--- src/assert_macros.svh ---
// Assertion macros shared by the duplicate tracker modules.
`ifndef ASSERT_MACROS_SVH
`define ASSERT_MACROS_SVH

// Check that cons holds in the same cycle as ante.
`define FDT_ASSERT_NOW(label, ante, cons) \
   label: assert property (@(posedge clock) disable iff (reset) (ante) |-> (cons)) \
      else $error("duplicate tracker check failed");

// Check that cons holds in the cycle after ante.
`define FDT_ASSERT_NEXT(label, ante, cons) \
   label: assert property (@(posedge clock) disable iff (reset) (ante) |=> (cons)) \
      else $error("duplicate tracker check failed");

`endif

--- src/fdt_pkg.sv ---
// Types and constants of the flood duplicate tracker.
package fdt_pkg;

   localparam int PAIR_DEPTH    = 100;
   localparam int GATEWAY_DEPTH = 16;

   localparam int PAIR_IDX_W = (PAIR_DEPTH > 1) ? $clog2(PAIR_DEPTH) : 1;
   localparam int PAIR_CNT_W = $clog2(PAIR_DEPTH + 1);
   localparam int GW_IDX_W   = (GATEWAY_DEPTH > 1) ? $clog2(GATEWAY_DEPTH) : 1;

   localparam logic [15:0] HITS_MAX  = 16'hFFFF;
   localparam logic [31:0] COUNT_MAX = 32'hFFFF_FFFF;

   typedef struct packed {
      logic [31:0] origin_addr;
      logic [31:0] flood_seq;
      logic [31:0] now_ticks;
   } req_type;

   typedef struct packed {
      logic        is_duplicate;
      logic [15:0] pair_count;
      logic [31:0] gateway_seen;
      logic [31:0] gateway_first;
      logic        gateway_full;
   } rsp_type;

   typedef struct packed {
      logic [31:0] addr;
      logic [31:0] seq;
      logic [15:0] hits;
   } pair_entry_type;

   localparam int PAIR_ENTRY_W = $bits(pair_entry_type);

   typedef struct packed {
      logic accept;
      logic scan;
      logic hit_wr;
      logic ins_wr;
   } cmd_type;

   typedef struct packed {
      logic scan_hit;
      logic scan_done;
      logic out_free;
   } status_type;

   typedef enum logic [1:0] {
      ST_IDLE,
      ST_SCAN,
      ST_HIT,
      ST_INSERT
   } state_type;

endpackage

--- src/fdt_ctrl.sv ---
// Controller state machine of the flood duplicate tracker.
`include "assert_macros.svh"

module fdt_ctrl (
   input  logic                clock,
   input  logic                reset,
   input  logic                req_valid,
   output logic                req_stall,
   input  fdt_pkg::status_type status,
   output fdt_pkg::cmd_type    cmd
);
   import fdt_pkg::*;

   state_type state_ff, state_in;

   always_comb begin
      state_in = state_ff;
      unique case (state_ff)
         ST_IDLE: begin
            if (req_valid) state_in = ST_SCAN;
         end
         ST_SCAN: begin
            if (status.scan_hit) begin
               state_in = ST_HIT;
            end else if (status.scan_done) begin
               state_in = ST_INSERT;
            end
         end
         ST_HIT: begin
            if (status.out_free) state_in = ST_IDLE;
         end
         ST_INSERT: begin
            if (status.out_free) state_in = ST_IDLE;
         end
         default: state_in = ST_IDLE;
      endcase
   end

   always_comb begin
      cmd       = '0;
      req_stall = 1'b1;
      unique case (state_ff)
         ST_IDLE: begin
            req_stall  = 1'b0;
            cmd.accept = req_valid;
         end
         ST_SCAN: begin
            cmd.scan = 1'b1;
         end
         ST_HIT: begin
            cmd.hit_wr = status.out_free;
         end
         ST_INSERT: begin
            cmd.ins_wr = status.out_free;
         end
         default: begin
            cmd = '0;
         end
      endcase
   end

   always_ff @(posedge clock) begin
      if (reset) begin
         state_ff <= ST_IDLE;
      end else begin
         state_ff <= state_in;
      end
   end

   `FDT_ASSERT_NEXT(a_hold_until_free, (state_ff == ST_HIT) && !status.out_free,
                    state_ff == ST_HIT)

endmodule

--- config.mk ---
export PLATFORM = sky130hd
export DESIGN_NAME = fdt_ctrl
export DESIGN_NICKNAME = d
export VERILOG_FILES = /design/src/fdt_pkg.sv /design/src/fdt_ctrl.sv
export VERILOG_INCLUDE_DIRS = /design/src /design/src/src
export SDC_FILE = /design/constraint.sdc
export NUM_CORES = 1
export LEC_CHECK = 0
export BUFFER_PORTS_ARGS = -buffer_cell sky130_fd_sc_hd__buf_2
export CORE_AREA = 2 2 39 41
export CTS_CLUSTER_DIAMETER = 60
export DETAILED_ROUTE_END_ITERATION = 7
export DIE_AREA = 0 0 41 43
export SYNTH_ARGS = -nofsm -noshare
export SYNTH_HDL_FRONTEND = slang
export SYNTH_SLANG_ARGS = --single-unit
--- constraint.sdc ---
create_clock -name clock -period 1.52 [get_ports clock]
set_input_delay 0.304 -clock clock [delete_from_list [all_inputs] [get_ports clock]]
set_output_delay 0.304 -clock clock [all_outputs]
set_load 0.03 [all_outputs]
==> results_dict.tcl, run 1 <==
set metrics [dict create \
    status "complete, no violations" \
    skew_ns 0.00136 \
    ys_seq_elements 2 \
    syn2layout_area_growth_pct 65.4 \
    drive_above_1_share 0.667 \
    io_pins 11 \
    peakVddDrop_v 0.000198 \
    final_area_um2 215 \
    yosys_warnings 0 \
    nNetsFinal 35 \
    syn_area_per_cell_um2 8.68 \
    postSynthCellCount 15 \
    grt_overflow 0 \
    cpPeakStageDelay_ns 0.42 \
    tightestPinTransition_ns 0.213 \
    drtAntennaViolNets 0 \
    p_leak_nw 0.109 \
    regMostFlops "state_ff" \
    final_cell_mix "buf_2 (10), clkbuf_4 (3), nor2_1 (2), a21oi_1 (2), dfxtp_1 (2)" \
    grt_pass1_wl_um 441 \
    required_ns 1.22 \
    wl_per_cell_um 7.63 \
    wirelength_um 328 \
    die_h_um 43 \
    clock_latency_ns 0.22 \
    hold_viol 0 \
    drcViolationCount 0 \
    via_per_inst 3.33 \
    synth_nets 21 \
    cts_setup_buffers 0 \
    cts_root_buffer "clkbuf_4" \
    min-delay-path-class "in -> reg" \
    crit_path_start_kind "flop" \
    yosys.area.top_type_share 0.308 \
    fp.dieW_um 41 \
    row_count 14 \
    postLayoutCoreUtil 0.156 \
    cts_made_buffers 3 \
    period_minus_slack_ns 1.38 \
    grtUsageTotal 0.0431 \
    mostFrequentLayoutCell "buf_2" \
    final_cells 43 \
    rsz0062_at_grt "no" \
    die-area_um2 1760 \
    cts_tree "built" \
    slew_viol_final 0 \
    vias 143 \
    largest_reg_flops 2 \
    yosysUniqueCellTypes 12 \
    dp_cells 40 \
    criticalPathCategory "reg -> out" \
    diodes 0 \
    clock_path_buffers 2 \
    synth_top_area_cell "dfxtp_1" \
    critPathArrivalTime_ns 1.07 \
    crit_chain "and2b_2 -> buf_2" \
    grt_start_max_net_pins 8 \
    cp_slowest_cell "dfxtp_1" \
    maxCapViolCount 0 \
    cp-end-kind "primary output" \
    core_area_um2 1380 \
    powerDensity_nw_per_um2 1090 \
    start_util 0.0940 \
    cts_resized 0 \
    ys_top_cells_by_area "dfxtp_1 (31%), nor3b_2 (9.6%), a21oi_1 (7.7%), mux2i_1 (7.7%), and2b_2 (6.7%)" \
    drt_iter0_markers 0 \
    setup_tns_ns 0 \
    setup_viol 0 \
    cts.clk_slew.worst_paths_ns 0.03 \
    fillers 165 \
    relSlewSlack 0.858 \
    netlist_area_um2 130 \
    max_freq_ghz 0.727 \
    yosysSeqAreaShare 0.308 \
    final.period_utilization 0.905 \
    crit_fanout 7 \
    placed_area_um2 193 \
    antenna_found_initial 0 \
    reg.largest.list "state_ff: 2 flops" \
    cts_hold_buf 0 \
    gp_congestion 0.589 \
    first_pass_iters 1 \
    grt_pass1_vias 132 \
    cts.htree.levels 1 \
    cts_num_sinks 2 \
    port_buffers 10 \
]
worst max-delay path, delay by kind of cell, from the launching register on:
| kind | cells | cell delay (ns) |
|---|---|---|
| buf+inv | 1 | 0.17 |
| flops | 1 | 0.42 |
| simple gates | 1 | 0.26 |
final cells by class:
cell class                      instances  area, µm²  area share
Clock buffer                            3       22.5       0.105
Multi-Input combinational cell         12       82.6       0.384
Tap cell                               16       20.0      0.0930
Sequential cell                         2       40.0       0.186
Timing Repair Buffer                   10       50.0       0.233
power by group:
group          leakage (nW)  switching (W)  internal [W]
Sequential           0.0165     0.00000631     0.0000570
Clock                0.0138      0.0000287     0.0000869
Combinational        0.0790      0.0000329     0.0000225
Total                 0.109      0.0000679      0.000166
through the flow:
| stage | total power, W | setup slack, ns | hold slack [ns] |
|---|---|---|---|
| final | 0.000234 | 0.145 | 0.260 |
| after global placement | 0.000120 | 0.376 | 0.479 |
| after floorplan | 0.000104 | 0.351 | 0.373 |
| after detailed placement | 0.000120 | 0.371 | 0.498 |
| after global routing | 0.000250 | 0.0751 | 0.282 |
| after CTS | 0.000245 | 0.131 | 0.257 |
cell families after synthesis:
logic type,count (synthesis),share of synthesized area
buffers and inverters,1,0.0577
DFF,2,0.308
and+or+nand+nor,8,0.414
AOI/OAI and AO/OA,3,0.144
muxes,1,0.0769
metal layers:
metal,share of wire,up-vias,global-route usage
li1,-,75,-
met1,0.45,60,0.0383
met2,0.41,8,0.0500
met3,0.14,0,0.0471
met4,0,0,0.0400
met5,0,-,0
path summary, 6_finish.rpt:
check                    from     endpoint  slack [ns]  depth (start not counted)
setup reg to reg  state_ff[1]  state_ff[1]        0.61                          3
setup / recovery  state_ff[1]       cmd[2]        0.14                          2
hold reg to reg   state_ff[0]  state_ff[0]        0.59                          2
hold / removal          reset  state_ff[1]        0.26                          2
synth_stat cells, drive strengths merged:
| library cell | number |
|---|---|
| o21ai | 1 |
| mux2i | 1 |
| dfxtp | 2 |
| or2b | 1 |
| buf | 1 |
| and2b | 1 |
| and3 | 1 |
| nor3b | 1 |
| a21oi | 2 |
| or2 | 1 |
| nor2 | 2 |
| nand2 | 1 |
No activity file was read; power rests on OpenSTA's default activity.
==> run 2: changes to the inputs <==
- CELL_PAD_IN_SITES_DETAIL_PLACEMENT: default -> 1
- CELL_PAD_IN_SITES_GLOBAL_PLACEMENT: default -> 1
- PLACE_DENSITY_LB_ADDON: default -> 0.1
- SLEW_MARGIN: default -> 20
==> results_dict.tcl, run 2 (synthesized netlist as in run 1, its figures left out) <==
set metrics [dict create \
    vias 144 \
    peakVddDrop_v 0.000177 \
    final_cell_mix "buf_2 (10), clkbuf_4 (3), nor2_1 (2), a21oi_1 (2), dfxtp_1 (2)" \
    drcViolationCount 0 \
    start_util 0.0940 \
    min-delay-start "reset" \
    grt_start_max_net_pins 8 \
    crit_fanout 7 \
    r2r_cells 3 \
    hold_viol 0 \
    cp_slowest_cell "dfxtp_1" \
    skew_ns 0.00521 \
    critPathArrivalTime_ns 1.09 \
    final_cells 43 \
    grt_pass1_wl_um 586 \
    setup_tns_ns 0 \
    whs_ns 0.259 \
    row_count 14 \
    core_area_um2 1380 \
    hold-path-endpoint "state_ff[0]" \
    antenna_found_initial 0 \
    dp_cells 40 \
    wl_per_cell_um 8.42 \
    max_freq_ghz 0.718 \
    hold_depth 2 \
    regMostFlops "state_ff" \
    cts_root_buffer "clkbuf_4" \
    first_pass_iters 2 \
    reg.largest.list "state_ff: 2 flops" \
    period_minus_slack_ns 1.39 \
    relSlewSlack 0.844 \
    rrSetupSlack_ns 0.59 \
    cts_hold_buf 0 \
    die_h_um 43 \
    cts_resized 0 \
    gp_congestion 0.581 \
    postLayoutCoreUtil 0.156 \
    min-delay-path-class "in -> reg" \
    cts.htree.levels 1 \
    cts_made_buffers 3 \
    crit-reg2reg-capture "state_ff[1]" \
    grt_overflow 0 \
    required_ns 1.22 \
    drive_above_1_share 0.667 \
    p_leak_nw 0.109 \
    largest_reg_flops 2 \
    cts_num_sinks 2 \
    criticalPathCategory "reg -> out" \
    switchingPower_w 0.0000696 \
    grt_pass1_vias 162 \
    tightestPinTransition_ns 0.233 \
    clock_path_buffers 2 \
    switching_share 0.295 \
    powerDensity_nw_per_um2 1100 \
    diodes 0 \
    mostFrequentLayoutCell "buf_2" \
    crit-reg2reg-launch "state_ff[1]" \
    syn2layout_area_growth_pct 65.4 \
    cpPeakStageDelay_ns 0.43 \
    io_pins 11 \
    total_power_w 0.000236 \
    cp-end-kind "primary output" \
    drtAntennaViolNets 0 \
    status "complete, no violations" \
    cts_setup_buffers 0 \
    p_seq_frac 0.269 \
    drt_iter0_markers 1 \
    fp.dieW_um 41 \
    slew_viol_final 0 \
    port_buffers 10 \
    power_frac_clock 0.496 \
    wirelength_um 362 \
    pwr-share-comb 0.235 \
    clock_latency_ns 0.22 \
    crit_chain "and2b_2 -> buf_2" \
    grtUsageTotal 0.0541 \
    via_per_inst 3.35 \
    nNetsFinal 35 \
    p_int_w 0.000167 \
    maxCapViolCount 0 \
    final.period_utilization 0.916 \
    setup_viol 0 \
    cts.clk_slew.worst_paths_ns 0.03 \
    crit_path_start_kind "flop" \
    cts_tree "built" \
    die-area_um2 1760 \
    rsz0062_at_grt "no" \
]
==> run 2: cell counts in the layout (fill, tap and decap cells not counted) <==
No cell type changed its count.
==> run 2: layout make-up <==
type                       count  area [µm²]
fill                         178        1170
multi-input combinational     12        82.6
timing repair buffer          10        50.0
sequential                     2        40.0
clock buffer                   3        22.5
tap                           16        20.0
==> run 2: how the worst max path moves through the flow <==
| stage | startpoint | endpoint | slack (ns) |
|---|---|---|---|
| after floorplan | state_ff[1] | cmd[1] | 0.35 |
| after global placement | state_ff[1] | cmd[2] | 0.35 |
| after detailed placement | state_ff[1] | cmd[2] | 0.36 |
| after CTS | state_ff[1] | cmd[2] | 0.11 |
| after global routing | state_ff[1] | cmd[2] | 0.06 |
| final | state_ff[1] | cmd[2] | 0.13 |
==> run 2: power groups by stage <==
| stage | registers (W) | logic (W) | clock network, W |
|---|---|---|---|
| finish | 0.0000636 | 0.0000555 | 0.000117 |
| global route | 0.0000648 | 0.0000611 | 0.000131 |
| CTS | 0.0000637 | 0.0000570 | 0.000126 |
| detailed placement | 0.0000644 | 0.0000569 | 0 |
| global placement | 0.0000648 | 0.0000566 | 0 |
| floorplan | 0.0000625 | 0.0000413 | 0 |
==> run 2: critical path: cells and delay by family, from the launching register on <==
family | cells | cell delay, ns
flip-flops | 1 | 0.43
AND/OR/NAND/NOR | 1 | 0.26
buffers and inverters | 1 | 0.17
==> run 2: routing by layer <==
metal	up-vias	part of all wire	global-route usage
li1	74	-	-
met1	65	0.40	0.0479
met2	5	0.53	0.0750
met3	0	0.075	0.0314
met4	0	0	0.0600
met5	-	0	0
==> run 2: stage by stage <==
| step | worst slack [ns] | instance area (µm²) |
|---|---|---|
| 2_1_floorplan | 0.351 | 130 |
| 3_3_place_gp | 0.346 | 193 |
| 3_5_place_dp | 0.356 | 193 |
| 4_1_cts | 0.114 | 215 |
| 5_1_grt | 0.0635 | 215 |
| 6_report | 0.127 | 215 |
==> run 3: changes to the inputs <==
- ABC_CLOCK_PERIOD_IN_PS: default -> 1520
- SETUP_SLACK_MARGIN: default -> 0.4
==> results_dict.tcl, run 3 (synthesized netlist as in run 1, its figures left out) <==
set metrics [dict create \
    clock_latency_ns 0.22 \
    peakVddDrop_v 0.000355 \
    crit_fanout 6 \
    cts.clk_slew.worst_paths_ns 0.03 \
    skew_ns 0.00175 \
    multi_input_area_um2 98.8 \
    die-area_um2 1760 \
    grt_pass1_vias 187 \
    grt_start_max_net_pins 8 \
    hold_depth 2 \
    fp.dieW_um 41 \
    wl_per_cell_um 8.15 \
    cts_made_buffers 3 \
    tightestPinTransition_ns 0.171 \
    drt_iter0_markers 0 \
    final.period_utilization 0.830 \
    status "complete, no violations" \
    relSlewSlack 0.886 \
    fillers 172 \
    reg.largest.list "state_ff: 2 flops" \
    required_ns 1.22 \
    cts.htree.levels 1 \
    diodes 0 \
    port_buffers 10 \
    crit_path_start_kind "flop" \
    period_minus_slack_ns 1.26 \
    io_pins 11 \
    drtAntennaViolNets 0 \
    syn2layout_area_growth_pct 131 \
    setup_tns_ns 0 \
    cts_num_sinks 2 \
    grt_overflow 0 \
    r2r_cells 4 \
    die_h_um 43 \
    setup_viol 0 \
    dp_cells 40 \
    cp-end-kind "primary output" \
    grt_pass1_wl_um 703 \
    grtUsageTotal 0.0621 \
    core_area_um2 1380 \
    vias 171 \
    whs_ns 0.260 \
    critPathArrivalTime_ns 0.96 \
    maxCapViolCount 0 \
    clock_path_buffers 2 \
    regMostFlops "state_ff" \
    max_freq_ghz 0.793 \
    min-delay-path-class "in -> reg" \
    first_pass_iters 1 \
    final_cell_mix "buf_2 (5), buf_6 (5), buf_4 (4)" \
    wirelength_um 383 \
    gp_congestion 0.577 \
    postLayoutCoreUtil 0.217 \
    powerDensity_nw_per_um2 893 \
    nNetsFinal 39 \
    final_cells 47 \
    criticalPathCategory "reg -> out" \
    start_util 0.0940 \
    hold_viol 0 \
    register_area_um2 47.5 \
    slew_viol_final 0 \
    via_per_inst 3.64 \
    cts_hold_buf 0 \
    p_leak_nw 0.136 \
    largest_reg_flops 2 \
    row_count 14 \
    cts_tree "built" \
    drcViolationCount 0 \
    antenna_found_initial 0 \
    drive_above_1_share 0.806 \
    rsz0062_at_grt "yes" \
    cts_root_buffer "clkbuf_4" \
]
## run 3: layout make-up
| type | count | share of cell area |
|---|---|---|
| sequential | 2 | 0.158 |
| multi-input combinational | 12 | 0.329 |
| tap | 16 | 0.0667 |
| timing repair buffer | 14 | 0.371 |
| clock buffer | 3 | 0.0750 |
## run 3: per-layer routing
metal / global-route usage / wire length, µm / up-vias
met1: 0.0543 / 145 / 82
met4: 0.0400 / 0 / 0
met2: 0.0938 / 209 / 6
met3: 0.0471 / 28 / 0
met5: 0 / 0 / -
li1: - / - / 83
## run 3: worst paths after layout
check,from,to,slack [ns]
worst max-delay path,state_ff[1],cmd[2],0.26
worst min register to register,state_ff[0],state_ff[0],0.55
worst min-delay path,reset,state_ff[1],0.26
worst max register to register,state_ff[1],state_ff[1],0.56
## run 3: stage by stage
step / worst slack [ns] / total power [W] / instance area [µm²]
floorplan: 0.390 / 0.000104 / 133
global placement: 0.366 / 0.000122 / 195
detailed placement: 0.358 / 0.000122 / 195
CTS: 0.240 / 0.000270 / 283
global route: 0.215 / 0.000294 / 300
finish: 0.259 / 0.000268 / 300
## run 3: timing repair
action | 4_1_cts | 5_1_grt
buffers inserted | 3 | 1
pin swaps | 1 | 2
endpoints found under the setup margin | 5 | 5
gates resized for setup | 15 | 2
## run 3: worst max-delay path: stages, from the launching register on
cell	delay (ns)
dfxtp_4	0.36
and2b_2	0.23
buf_6	0.14
## run 3: where the power goes
group          internal, W  switching [W]  total [W]
Sequential       0.0000566     0.00000708  0.0000637
Clock            0.0000869      0.0000283   0.000115
Combinational    0.0000487      0.0000406  0.0000893
